===== src/hdl/tts_pkg.sv =====
package tts_pkg;

    localparam logic [1:0] OP_TICK     = 2'd0;
    localparam logic [1:0] OP_ADD      = 2'd1;
    localparam logic [1:0] OP_DELETE   = 2'd2;
    localparam logic [1:0] OP_DISPATCH = 2'd3;

    localparam logic [2:0] ST_OK    = 3'd0;
    localparam logic [2:0] ST_FULL  = 3'd1;
    localparam logic [2:0] ST_EMPTY = 3'd2;
    localparam logic [2:0] ST_RANGE = 3'd3;
    localparam logic [2:0] ST_NONE  = 3'd4;

    localparam int RESULT_LIMIT = 16;
    localparam int CNT_W        = $clog2(RESULT_LIMIT + 1);

    localparam logic [7:0] PENDING_MAX = 8'hFF;

    typedef struct packed {
        logic [1:0]  operation;
        logic [15:0] task_tag;
        logic [31:0] start_delay;
        logic [31:0] repeat_period;
        logic [7:0]  slot_index;
    } t_in_item;

    typedef struct packed {
        logic [2:0]  status;
        logic [7:0]  result_slot;
        logic [15:0] result_tag;
        logic        last;
    } t_out_item;

    typedef struct packed {
        logic [15:0] tag;
        logic [31:0] delay;
        logic [31:0] period;
        logic [7:0]  pending;
    } t_rec;

    typedef enum logic [2:0] {
        S_IDLE,
        S_ADD,
        S_DEL,
        S_SCAN,
        S_RESP
    } t_state;

    typedef struct packed {
        logic accept;
        logic add_step;
        logic del;
        logic scan;
        logic resp;
    } t_ctl_cmd;

    typedef struct packed {
        logic is_tick;
        logic add_done;
        logic scan_done;
        logic out_free;
    } t_ctl_stat;

endpackage


===== src/hdl/tts_ram.sv =====
module tts_ram #(
    parameter int WIDTH = 88,
    parameter int DEPTH = 16
) (
    input  logic                                   i_clk,
    input  logic                                   i_we,
    input  logic [((DEPTH > 1) ? $clog2(DEPTH) : 1)-1:0] i_waddr,
    input  logic [WIDTH-1:0]                       i_wdata,
    input  logic [((DEPTH > 1) ? $clog2(DEPTH) : 1)-1:0] i_raddr,
    output logic [WIDTH-1:0]                       o_rdata
);

    logic [WIDTH-1:0] r_mem [DEPTH];

    always_ff @(posedge i_clk) begin
        if (i_we) begin
            r_mem[i_waddr] <= i_wdata;
        end
        o_rdata <= r_mem[i_raddr];
    end

endmodule


===== src/hdl/tts_ctrl.sv =====
module tts_ctrl (
    input  logic                  i_clk,
    input  logic                  i_rst_n,
    input  logic                  i_in_valid,
    input  logic [1:0]            i_operation,
    input  tts_pkg::t_ctl_stat    i_stat,
    output logic                  o_in_ready,
    output tts_pkg::t_ctl_cmd     o_cmd
);

    tts_pkg::t_state r_state;
    tts_pkg::t_state n_state;

    always_ff @(posedge i_clk) begin
        if (!i_rst_n) begin
            r_state <= tts_pkg::S_IDLE;
        end else begin
            r_state <= n_state;
        end
    end

    always_comb begin
        n_state    = r_state;
        o_in_ready = 1'b0;
        o_cmd      = '0;
        unique case (r_state)
            tts_pkg::S_IDLE: begin
                o_in_ready = 1'b1;
                if (i_in_valid) begin
                    o_cmd.accept = 1'b1;
                    unique case (i_operation)
                        tts_pkg::OP_ADD:    n_state = tts_pkg::S_ADD;
                        tts_pkg::OP_DELETE: n_state = tts_pkg::S_DEL;
                        default:            n_state = tts_pkg::S_SCAN;
                    endcase
                end
            end
            tts_pkg::S_ADD: begin
                o_cmd.add_step = 1'b1;
                if (i_stat.add_done) begin
                    n_state = tts_pkg::S_RESP;
                end
            end
            tts_pkg::S_DEL: begin
                o_cmd.del = 1'b1;
                n_state   = tts_pkg::S_RESP;
            end
            tts_pkg::S_SCAN: begin
                o_cmd.scan = 1'b1;
                if (i_stat.scan_done) begin
                    n_state = i_stat.is_tick ? tts_pkg::S_IDLE : tts_pkg::S_RESP;
                end
            end
            tts_pkg::S_RESP: begin
                o_cmd.resp = 1'b1;
                if (i_stat.out_free) begin
                    n_state = tts_pkg::S_IDLE;
                end
            end
            default: begin
                n_state = tts_pkg::S_IDLE;
            end
        endcase
    end

endmodule


===== src/hdl/tts_datapath.sv =====
module tts_datapath #(
    parameter int MAX_TASKS = 16
) (
    input  logic                 i_clk,
    input  logic                 i_rst_n,
    input  tts_pkg::t_in_item    i_in_item,
    input  tts_pkg::t_ctl_cmd    i_cmd,
    output tts_pkg::t_ctl_stat   o_stat,
    input  logic                 i_out_ready,
    output logic                 o_out_valid,
    output tts_pkg::t_out_item   o_out_item
);

    localparam int IDX_W = (MAX_TASKS > 1) ? $clog2(MAX_TASKS) : 1;
    localparam logic [IDX_W-1:0] LAST_IDX = IDX_W'(MAX_TASKS - 1);
    localparam int REC_W = $bits(tts_pkg::t_rec);

    tts_pkg::t_in_item           r_item;
    logic [IDX_W-1:0]            r_idx;
    logic [MAX_TASKS-1:0]        r_valid;
    logic [tts_pkg::CNT_W-1:0]   r_count;
    logic                        r_hold_valid;
    logic [IDX_W-1:0]            r_hold_slot;
    logic [15:0]                 r_hold_tag;
    tts_pkg::t_out_item          r_resp;
    logic                        r_out_valid;
    tts_pkg::t_out_item          r_out;

    logic [REC_W-1:0]            rd_data;
    tts_pkg::t_rec               rd_rec;
    tts_pkg::t_rec               nx_rec;
    tts_pkg::t_rec               wr_rec;
    logic                        wr_en;
    logic [IDX_W-1:0]            rd_addr;
    logic                        is_dispatch;
    logic                        at_last;
    logic                        slot_ok;
    logic                        out_free;
    logic                        hit;
    logic                        need_push;
    logic                        advance;
    logic                        limit_hit;
    logic                        add_free;
    logic                        del_in_range;
    logic [IDX_W-1:0]            del_idx;

    tts_ram #(
        .WIDTH (REC_W),
        .DEPTH (MAX_TASKS)
    ) u_slot_ram (
        .i_clk   (i_clk),
        .i_we    (wr_en),
        .i_waddr (r_idx),
        .i_wdata (wr_rec),
        .i_raddr (rd_addr),
        .o_rdata (rd_data)
    );

    always_comb begin
        rd_rec       = rd_data;
        is_dispatch  = (r_item.operation == tts_pkg::OP_DISPATCH);
        at_last      = (r_idx == LAST_IDX);
        slot_ok      = r_valid[r_idx];
        out_free     = !r_out_valid || i_out_ready;
        hit          = i_cmd.scan && is_dispatch && slot_ok && (rd_rec.pending != 8'd0);
        need_push    = hit && r_hold_valid;
        advance      = !(need_push && !out_free);
        limit_hit    = hit && ((r_count + tts_pkg::CNT_W'(1))
                              == tts_pkg::CNT_W'(tts_pkg::RESULT_LIMIT));
        add_free     = !slot_ok;
        del_in_range = (r_item.slot_index < 8'(MAX_TASKS));
        del_idx      = r_item.slot_index[IDX_W-1:0];

        nx_rec = rd_rec;
        if (is_dispatch) begin
            nx_rec.pending = rd_rec.pending - 8'd1;
        end else if (rd_rec.delay == 32'd0) begin
            if (rd_rec.pending != tts_pkg::PENDING_MAX) begin
                nx_rec.pending = rd_rec.pending + 8'd1;
            end
            nx_rec.delay = rd_rec.period;
        end else begin
            nx_rec.delay = rd_rec.delay - 32'd1;
        end

        wr_en  = 1'b0;
        wr_rec = nx_rec;
        if (i_cmd.scan && advance && slot_ok && (!is_dispatch || hit)) begin
            wr_en = 1'b1;
        end
        if (i_cmd.add_step && add_free) begin
            wr_en          = 1'b1;
            wr_rec.tag     = r_item.task_tag;
            wr_rec.delay   = r_item.start_delay;
            wr_rec.period  = r_item.repeat_period;
            wr_rec.pending = 8'd0;
        end

        rd_addr = '0;
        if (i_cmd.scan) begin
            rd_addr = (advance && !at_last) ? r_idx + IDX_W'(1) : r_idx;
        end

        o_stat.is_tick   = (r_item.operation == tts_pkg::OP_TICK);
        o_stat.add_done  = i_cmd.add_step && (add_free || at_last);
        o_stat.scan_done = i_cmd.scan && advance && (at_last || limit_hit);
        o_stat.out_free  = out_free;
    end

    always_ff @(posedge i_clk) begin
        if (i_cmd.accept) begin
            r_item  <= i_in_item;
            r_idx   <= '0;
            r_count <= '0;
        end else if (i_cmd.add_step && !o_stat.add_done) begin
            r_idx <= r_idx + IDX_W'(1);
        end else if (i_cmd.scan && advance && !at_last) begin
            r_idx <= r_idx + IDX_W'(1);
        end

        if (hit && advance) begin
            r_hold_slot <= r_idx;
            r_hold_tag  <= rd_rec.tag;
            r_count     <= r_count + tts_pkg::CNT_W'(1);
        end

        if (i_cmd.add_step) begin
            r_resp.result_tag <= 16'd0;
            r_resp.last       <= 1'b1;
            if (add_free) begin
                r_resp.status      <= tts_pkg::ST_OK;
                r_resp.result_slot <= 8'(r_idx);
            end else begin
                r_resp.status      <= tts_pkg::ST_FULL;
                r_resp.result_slot <= 8'(MAX_TASKS);
            end
        end else if (i_cmd.del) begin
            r_resp.result_slot <= 8'd0;
            r_resp.result_tag  <= 16'd0;
            r_resp.last        <= 1'b1;
            if (!del_in_range) begin
                r_resp.status <= tts_pkg::ST_RANGE;
            end else if (!r_valid[del_idx]) begin
                r_resp.status <= tts_pkg::ST_EMPTY;
            end else begin
                r_resp.status <= tts_pkg::ST_OK;
            end
        end else if (o_stat.scan_done) begin
            r_resp.last <= 1'b1;
            if (hit) begin
                r_resp.status      <= tts_pkg::ST_OK;
                r_resp.result_slot <= 8'(r_idx);
                r_resp.result_tag  <= rd_rec.tag;
            end else if (r_hold_valid) begin
                r_resp.status      <= tts_pkg::ST_OK;
                r_resp.result_slot <= 8'(r_hold_slot);
                r_resp.result_tag  <= r_hold_tag;
            end else begin
                r_resp.status      <= tts_pkg::ST_NONE;
                r_resp.result_slot <= 8'd0;
                r_resp.result_tag  <= 16'd0;
            end
        end

        if (need_push && advance) begin
            r_out.status      <= tts_pkg::ST_OK;
            r_out.result_slot <= 8'(r_hold_slot);
            r_out.result_tag  <= r_hold_tag;
            r_out.last        <= 1'b0;
        end else if (i_cmd.resp && out_free) begin
            r_out <= r_resp;
        end
    end

    always_ff @(posedge i_clk) begin
        if (!i_rst_n) begin
            r_valid      <= '0;
            r_hold_valid <= 1'b0;
            r_out_valid  <= 1'b0;
        end else begin
            if (i_cmd.add_step && add_free) begin
                r_valid[r_idx] <= 1'b1;
            end
            if (hit && advance && (rd_rec.period == 32'd0)) begin
                r_valid[r_idx] <= 1'b0;
            end
            if (i_cmd.del && del_in_range) begin
                r_valid[del_idx] <= 1'b0;
            end

            if (i_cmd.accept) begin
                r_hold_valid <= 1'b0;
            end else if (hit && advance) begin
                r_hold_valid <= 1'b1;
            end

            if ((need_push && advance) || (i_cmd.resp && out_free)) begin
                r_out_valid <= 1'b1;
            end else if (i_out_ready) begin
                r_out_valid <= 1'b0;
            end
        end
    end

    assign o_out_valid = r_out_valid;
    assign o_out_item  = r_out;

endmodule


===== src/hdl/time_triggered_task_scheduler.sv =====
// Dispatch scans the slot table one slot per cycle, stalling on a hit while an earlier result
// cannot yet be passed to the output; tick scans the same way and never stalls.
// Add scans the valid bits one slot per cycle until the first free slot, or up to the last
// slot when the table is full; delete checks its slot directly without a scan.
// The slot memory and its registered read set the one-slot-per-cycle pace.
// Synchronous active-low reset clears all valid bits at once; the table is usable right after.
module time_triggered_task_scheduler #(
    parameter int MAX_TASKS = 16
) (
    input  logic                i_clk,
    input  logic                i_rst_n,
    input  logic                i_in_valid,
    output logic                o_in_ready,
    input  tts_pkg::t_in_item   i_in_item,
    output logic                o_out_valid,
    input  logic                i_out_ready,
    output tts_pkg::t_out_item  o_out_item
);

    tts_pkg::t_ctl_cmd  cmd;
    tts_pkg::t_ctl_stat stat;

    tts_ctrl u_ctrl (
        .i_clk       (i_clk),
        .i_rst_n     (i_rst_n),
        .i_in_valid  (i_in_valid),
        .i_operation (i_in_item.operation),
        .i_stat      (stat),
        .o_in_ready  (o_in_ready),
        .o_cmd       (cmd)
    );

    tts_datapath #(
        .MAX_TASKS (MAX_TASKS)
    ) u_datapath (
        .i_clk       (i_clk),
        .i_rst_n     (i_rst_n),
        .i_in_item   (i_in_item),
        .i_cmd       (cmd),
        .o_stat      (stat),
        .i_out_ready (i_out_ready),
        .o_out_valid (o_out_valid),
        .o_out_item  (o_out_item)
    );

endmodule


===== config.mk =====
export PLATFORM = sky130hd
export DESIGN_NAME = time_triggered_task_scheduler
export DESIGN_NICKNAME = d
export VERILOG_FILES = /design/src/hdl/tts_pkg.sv /design/src/hdl/tts_ram.sv /design/src/hdl/tts_ctrl.sv /design/src/hdl/tts_datapath.sv /design/src/hdl/time_triggered_task_scheduler.sv
export SDC_FILE = /design/constraint.sdc
export NUM_CORES = 2
export LEC_CHECK = 0
export ABC_AREA = 1
export BUFFER_PORTS_ARGS = -buffer_cell sky130_fd_sc_hd__buf_2
export CORE_MARGIN = 2
export CORE_UTILIZATION = 35
export CTS_BUF_LIST = sky130_fd_sc_hd__clkbuf_8
export DETAILED_ROUTE_END_ITERATION = 6
export GPL_ROUTABILITY_DRIVEN = 1
export SLEW_MARGIN = 25
export SYNTH_ARGS = -nofsm -noshare
export SYNTH_HDL_FRONTEND = slang
export SYNTH_SLANG_ARGS = --single-unit

===== constraint.sdc =====
create_clock -name i_clk -period 9.9 [get_ports i_clk]
set_input_delay 1.98 -clock i_clk [delete_from_list [all_inputs] [get_ports i_clk]]
set_output_delay 1.98 -clock i_clk [all_outputs]
set_load 0.01 [all_outputs]

# Yosys cells after proc, flatten, opt, wreduce, memory -nomap -nowiden
# Memory sizes are Yosys's and may differ from the RTL's. A register that Yosys moved wholly into a read port is not among the register bits.
# Cells that the tools add are included.
[classes]
n_addsub = 5
n_lt_le_gt_ge = 5
n_eq_ne = 14
n_mux = 55
bitwise = 6
reduce_logical = 47
[op_table]
columns = ["op", "count"]
rows = [
  ["$mux 88", 1],
  ["$mux 28", 3],
  ["$mux 16", 5],
  ["$logic_not 32->1", 2],
  ["$mux 32", 2],
  ["$mux 27", 2],
  ["$mux 21", 2],
  ["$and 16x16->16", 2],
  ["$not 16->16", 2],
  ["$sub 32x1->32 const B", 1],
  ["$mux 8", 3],
  ["$logic_and 1x1->1", 22],
  ["$mux 3", 6],
  ["$mux 1", 17],
  ["$mux 4", 4],
  ["$or 16x16->16", 1],
  ["$pmux 3 s5", 1],
  ["$lt 4x5->1 const B", 2],
  ["$mux 5", 2],
  ["$mux 9", 1],
  ["$add 8x1->8 const B", 1],
  ["$bmux 1 s4", 2],
  ["$demux 1 s4", 2],
  ["$ge 4x1->1 const B", 2],
  ["26 further kinds", 44],
]
[totals]
reg_bits = 195
ramBits = 1408
input_bits = 94
output_inout_bits = 30
word_cells = 154
n_memories = 1
[memory_table]
columns = ["memory", "depth", "width", "rd", "rd_ports_with_merged_regs", "write_ports", "line_no", "source"]
rows = [
  ["u_datapath.u_slot_ram.r_mem", 16, 88, 1, 1, 1, "tts_ram.sv:13", "logic [WIDTH-1:0] r_mem [DEPTH];"],
]

# Longest topological paths before layout
[depth]
word_depth = 15
depth_mapped = 21

# Modules after synthesis
# Synthesis repeated with hierarchy kept, for this count alone.
[unflattened]
cells_unflattened = 7128
hier_area_um2 = 72460.7
[modules_own_cells]
columns = ["module", "instances", "cells_each", "area_per_inst_um2", "seq_area_each_um2"]
rows = [
  ["tts_ram", 1, 5778, 61704.2, 44042.2],
  ["tts_datapath", 1, 1304, 10482.6, 5154.9],
  ["tts_ctrl", 1, 46, 274.0, 60.1],
]

# Worst setup path before layout
# Ideal clock, no wire load.
[synth_path]
path_type = "input -> register"
from = "in i_out_ready"
to = "mem u_datapath.u_slot_ram.r_mem[12][0], enable pin"
arrival_time_ns = 6.397
t_required_ns = 9.364
path_slack_ns = 2.968
cell_stages = 7
n_path_buf = 1
path_cell_list = "nor2_1 > nand4_2 > nand2_1 > o21ai_0 > inv_1 > clkbuf_1 > nor2_1"
[synth_via]
elab_chain_len = 11
[synth_lines]
columns = ["item", "line_no", "source"]
rows = [
  ["start: declaration", "time_triggered_task_scheduler.sv:16", "input logic i_out_ready,"],
  ["$logic_or 1x1->1", "tts_datapath.sv:64", "out_free = !r_out_valid || i_out_ready;"],
  ["$logic_not 1->1", "tts_datapath.sv:67", "advance = !(need_push && !out_free);"],
  ["$logic_and 1x1->1", "tts_datapath.sv:67", ""],
  ["$logic_not 1->1", "tts_datapath.sv:67", ""],
  ["$logic_and 1x1->1 (3 in series)", "tts_datapath.sv:88", "if (i_cmd.scan && advance && slot_ok && (!is_dispatch || hit)) begin"],
  ["$mux 1", "tts_datapath.sv:88", ""],
  ["$mux 1", "tts_datapath.sv:91", "if (i_cmd.add_step && add_free) begin"],
  ["$mux 1", "tts_ram.sv:16", "if (i_we) begin"],
  ["$mux 1 (implied by the code)", "tts_ram.sv:17", "r_mem[i_waddr] <= i_wdata;"],
  ["end: declaration", "tts_ram.sv:13", ""],
]
# No other way between the ends.

# Worst setup path after layout
[layout_path]
from = "reg u_datapath.r_idx[0]"
to = "reg u_datapath.u_slot_ram.o_rdata[31], read port of u_datapath.u_slot_ram.r_mem"
[layout_via]
elab_chain_len = 10
elab_cells_between_ends = 13
classes_between = "add/sub (1); eq/ne (1); mux (4); reduce/logical (7)"
[layout_lines]
columns = ["item", "line_no", "source"]
rows = [
  ["start: declaration", "tts_datapath.sv:19", "logic [IDX_W-1:0] r_idx;"],
  ["start signal: assignment", "tts_datapath.sv:116", "r_idx <= r_idx + IDX_W'(1);"],
  ["start signal: assignment", "tts_datapath.sv:118", "r_idx <= r_idx + IDX_W'(1);"],
  ["$bmux 1 s4", "tts_datapath.sv:63", "slot_ok = r_valid[r_idx];"],
  ["$mux 1 (implied by the code)", "tts_datapath.sv:63", ""],
  ["$logic_and 1x1->1 (2 in series)", "tts_datapath.sv:65", "hit = i_cmd.scan && is_dispatch && slot_ok && (rd_rec.pending != 8'd0);"],
  ["$logic_and 1x1->1", "tts_datapath.sv:66", "need_push = hit && r_hold_valid;"],
  ["$logic_and 1x1->1", "tts_datapath.sv:67", ""],
  ["$logic_not 1->1", "tts_datapath.sv:67", ""],
  ["$logic_and 1x1->1", "tts_datapath.sv:101", "rd_addr = (advance && !at_last) ? r_idx + IDX_W'(1) : r_idx;"],
  ["$mux 4 *", "tts_datapath.sv:101", ""],
  ["$mux 4 *", "tts_datapath.sv:100", "if (i_cmd.scan) begin"],
  ["end: declaration", "tts_ram.sv:10", "output logic [WIDTH-1:0] o_rdata"],
]
# Every way passes the cells marked *; elsewhere a longest branch is shown, timed or not. The select of a mux whose other input is x is not followed.
# A chain may end at the register's enable or synchronous reset.

==> results.sh <==
export IMPL_status="complete, no violations"
export IMPL_dp_hpwl_um=104000
export IMPL_yosys_warnings=0
export IMPL_hold_viol_final=0
export IMPL_totalNegativeSetupSlack_ns=0
export IMPL_fin_area_sq_um=83800
export IMPL_period_needed_ns=6.06
export IMPL_dieArea_sq_um=217000
export IMPL_cp_start_kind="register"
export IMPL_syn_cell_area_sq_um=74700
export IMPL_grt_pass1_wl_um=325000
export IMPL_clk_path_buf_depth=4
export IMPL_crit_path_max_fanout=88
export IMPL_powerDensity_nw_per_um2=242
export IMPL_drv_slew=0
export IMPL_peakVddDrop_mv=0.157
export IMPL_worst_pin_slew_ns=1.16
export IMPL_synth_edf_count=1551
export IMPL_grt_antenna_before_repair=4
export IMPL_vias=54500
export IMPL_finalNetCount=7444
export IMPL_synthDistinctLibCells=42
export IMPL_start_util_pct=35.2
export IMPL_syn_inst=7281
export IMPL_layout_cells_most_common="inv_1"
export IMPL_drt_initial_drc_count=6062
export IMPL_clk_insertion_delay_late_ns=1.03
export IMPL_cts_max_level=5
export IMPL_p_leak_nw=34.7
export IMPL_syn_to_final_growth_pct=12.1
export IMPL_ctsResizeCount=0
export IMPL_num_rows=169
export IMPL_final_util_pct=39.5
export IMPL_ios=124
export IMPL_post_cts_setup_buffer_count=0
export IMPL_synth_ff_latch_count=1685
export IMPL_postLayoutSetupSlackWorst_ns=3.84
export IMPL_cts_hold_buffers_added=0
export IMPL_grt_max_degree=208
export IMPL_required_ns=10.79
export IMPL_clkTransAtPathRegs_ns=0.06
export IMPL_wl_um=217000
export IMPL_critical_path_class="register to register"
export IMPL_seq_area_frac_synth_pct=65.9
export IMPL_maxSlewHeadroom_pct=22.8
export IMPL_ant_nets=0
export IMPL_wire_per_inst_um=20.9
export IMPL_synthArstFlopShare_pct=0
export IMPL_cap_violations=0
export IMPL_core_area_sq_um=212000
export IMPL_synth_ff_type="edfxtp_1"
export IMPL_finalSetupViolations=0
export IMPL_cts_sinks=1685
export IMPL_portBuffers=120
export IMPL_arrival_ns=6.95
export IMPL_total_power_mw=20.3
export IMPL_routed_via_density=5.25
export IMPL_fin_crit_sh_pct=61.2
export IMPL_max_freq_mhz=165
export IMPL_setup_worst_path_end_class="register"
export IMPL_dpl_cell_area_sq_um=78300
export IMPL_rsz0062_at_grt="false"
export IMPL_final_layout_size_suffix_gt1_share_pct=8.88
export IMPL_grt_pass1_vias=52200
export IMPL_grt_overflow=0
export IMPL_fin_skew_ns=0.0901
export IMPL_cts_root_buffer="clkbuf_8"
export IMPL_min_path_type="register to register"
export IMPL_mostFrequentLayoutCells="1656 x inv_1, 1551 x edfxtp_1, 1256 x nand3_1, 1040 x nand2_1, 720 x nand4_1"
export IMPL_post_synth_cell_area_avg_sq_um=10.3
export IMPL_dr_pass1_iters=6
export IMPL_dieWidth_um=466
export IMPL_grt_usage_pct=19.5
export IMPL_route_detailed_drc=0
export IMPL_die_h_um=466
export IMPL_cts_buffers=298
export IMPL_gp_congestion=0.802
export IMPL_pre_cts_ws_ns=3.50
export IMPL_tritoncts="done"
## critical path: stages (launching register included)
cell	delay [ns]
dfxtp_1	0.79
inv_1	0.50
nand2_1	0.17
nand3_1	0.08
nand2_1	0.08
nand2_1	0.05
nand2_1	0.07
inv_1	0.05
nand2_1	0.20
nand4_2	0.25
nand3_4	0.36
buf_4	0.79
buf_4	0.88
buf_4	0.91
nand4_1	0.17
nand3_1	0.15
nand3_1	0.10
nand3_1	0.14
nand2_1	0.06
## layer usage
| layer | routed length (um) | track usage [%] | vias up |
|---|---|---|---|
| li1 | - | - | 24900 |
| met1 | 92800 | 26.7 | 26600 |
| met2 | 99000 | 31.2 | 2544 |
| met3 | 18200 | 3.06 | 479 |
| met4 | 6720 | 7.03 | 0 |
| met5 | 0 | 0 | - |
## path summary, 6_finish.rpt
check / from / end / slack (ns) / cells after the start
setup / recovery: u_datapath.r_idx[0]$_SDFFE_PP0P_ / u_datapath.u_slot_ram.o_rdata[31]$_DFF_P_ / 3.84 / 18
setup reg to reg: u_datapath.r_idx[0]$_SDFFE_PP0P_ / u_datapath.u_slot_ram.o_rdata[31]$_DFF_P_ / 3.84 / 18
hold reg to reg: u_datapath.u_slot_ram.o_rdata[81]$_DFF_P_ / u_datapath.r_hold_tag[9]$_DFFE_PP_ / 0.46 / 0
hold / removal: u_datapath.u_slot_ram.o_rdata[81]$_DFF_P_ / u_datapath.r_hold_tag[9]$_DFFE_PP_ / 0.46 / 0
## cell families after synthesis
group,after synthesis,synth area share (%)
AOI/OAI and AO/OA,311,2.33
xor gates and xnor gates,28,0.328
adders and majority gates,9,0.151
buffers and inverters,2059,10.6
DFF,1685,65.9
other,1,0.00502
and+or+nand+nor,3188,20.7
## state kept, by name, indices dropped and copies added (netlist names)
register                       cells
u_datapath.u_slot_ram.r_mem     1408
u_datapath.u_slot_ram.o_rdata     88
u_datapath.r_item                 86
u_datapath.o_out_item             25
u_datapath.r_resp                 24
u_datapath.r_hold_tag             16
u_datapath.r_valid                16
u_datapath.r_count                 5
u_datapath.del_idx                 4
u_datapath.r_hold_slot             4
u_datapath.r_idx                   4
u_ctrl.r_state                     3
u_datapath.o_out_valid             1
u_datapath.r_hold_valid            1
## synthesized netlist by cell type (2+ instances only)
| cell type | number | share of area (%) |
|---|---|---|
| nor4_1 | 7 | 0.059 |
| edfxtp_1 | 1551 | 62 |
| inv_2 | 5 | 0.025 |
| nand2_1 | 1042 | 5.2 |
| nand3_1 | 1259 | 8.4 |
| buf_1 | 61 | 0.31 |
| clkinv_1 | 3 | 0.015 |
| ha_1 | 9 | 0.15 |
| xnor2_1 | 14 | 0.16 |
| a311oi_1 | 4 | 0.047 |
| a211oi_1 | 14 | 0.14 |
| nand4_1 | 720 | 6.0 |
| nor3_1 | 18 | 0.12 |
| inv_1 | 1548 | 7.8 |
| o32ai_1 | 18 | 0.21 |
| dfxtp_1 | 134 | 3.6 |
| buf_2 | 122 | 0.82 |
| o21ai_0 | 198 | 1.3 |
| a21oi_1 | 49 | 0.33 |
| nor2_1 | 131 | 0.66 |
| o22ai_1 | 15 | 0.13 |
| buf_4 | 5 | 0.050 |
| o211ai_1 | 2 | 0.020 |
| or2_2 | 5 | 0.042 |
| xor2_1 | 14 | 0.16 |
| nor2_2 | 2 | 0.017 |
| a22o_1 | 4 | 0.047 |
| clkbuf_1 | 313 | 1.6 |
## area by class of cell
| type | instances | area (sq um) |
|---|---|---|
| well taps | 2821 | 3530 |
| clock inverters | 182 | 818 |
| flip-flops and latches | 1685 | 49300 |
| inverters | 1556 | 5870 |
| clock buffers | 330 | 4540 |
| diodes | 4 | 10.0 |
| multi-input cells | 3539 | 17800 |
| fillers | 20400 | 128000 |
| repair buffers | 261 | 1940 |
## power by group
group | internal (mW) | leakage (nW) | switching, mW | total, mW
logic | 1.00 | 16.4 | 3.21 | 4.21
registers | 9.73 | 15.1 | 0.365 | 10.1
clock network | 3.11 | 3.13 | 2.84 | 5.95
total | 13.8 | 34.7 | 6.41 | 20.3
## metrics by stage
step                      std cells  hold WS (ns)
after detailed placement       9859         0.444
after global placement         9857         0.445
final                         10400         0.465
after floorplan                7283         0.403
after CTS                     10400         0.464
after global routing          10400         0.470
No activity file was read; power rests on OpenSTA's default activity.
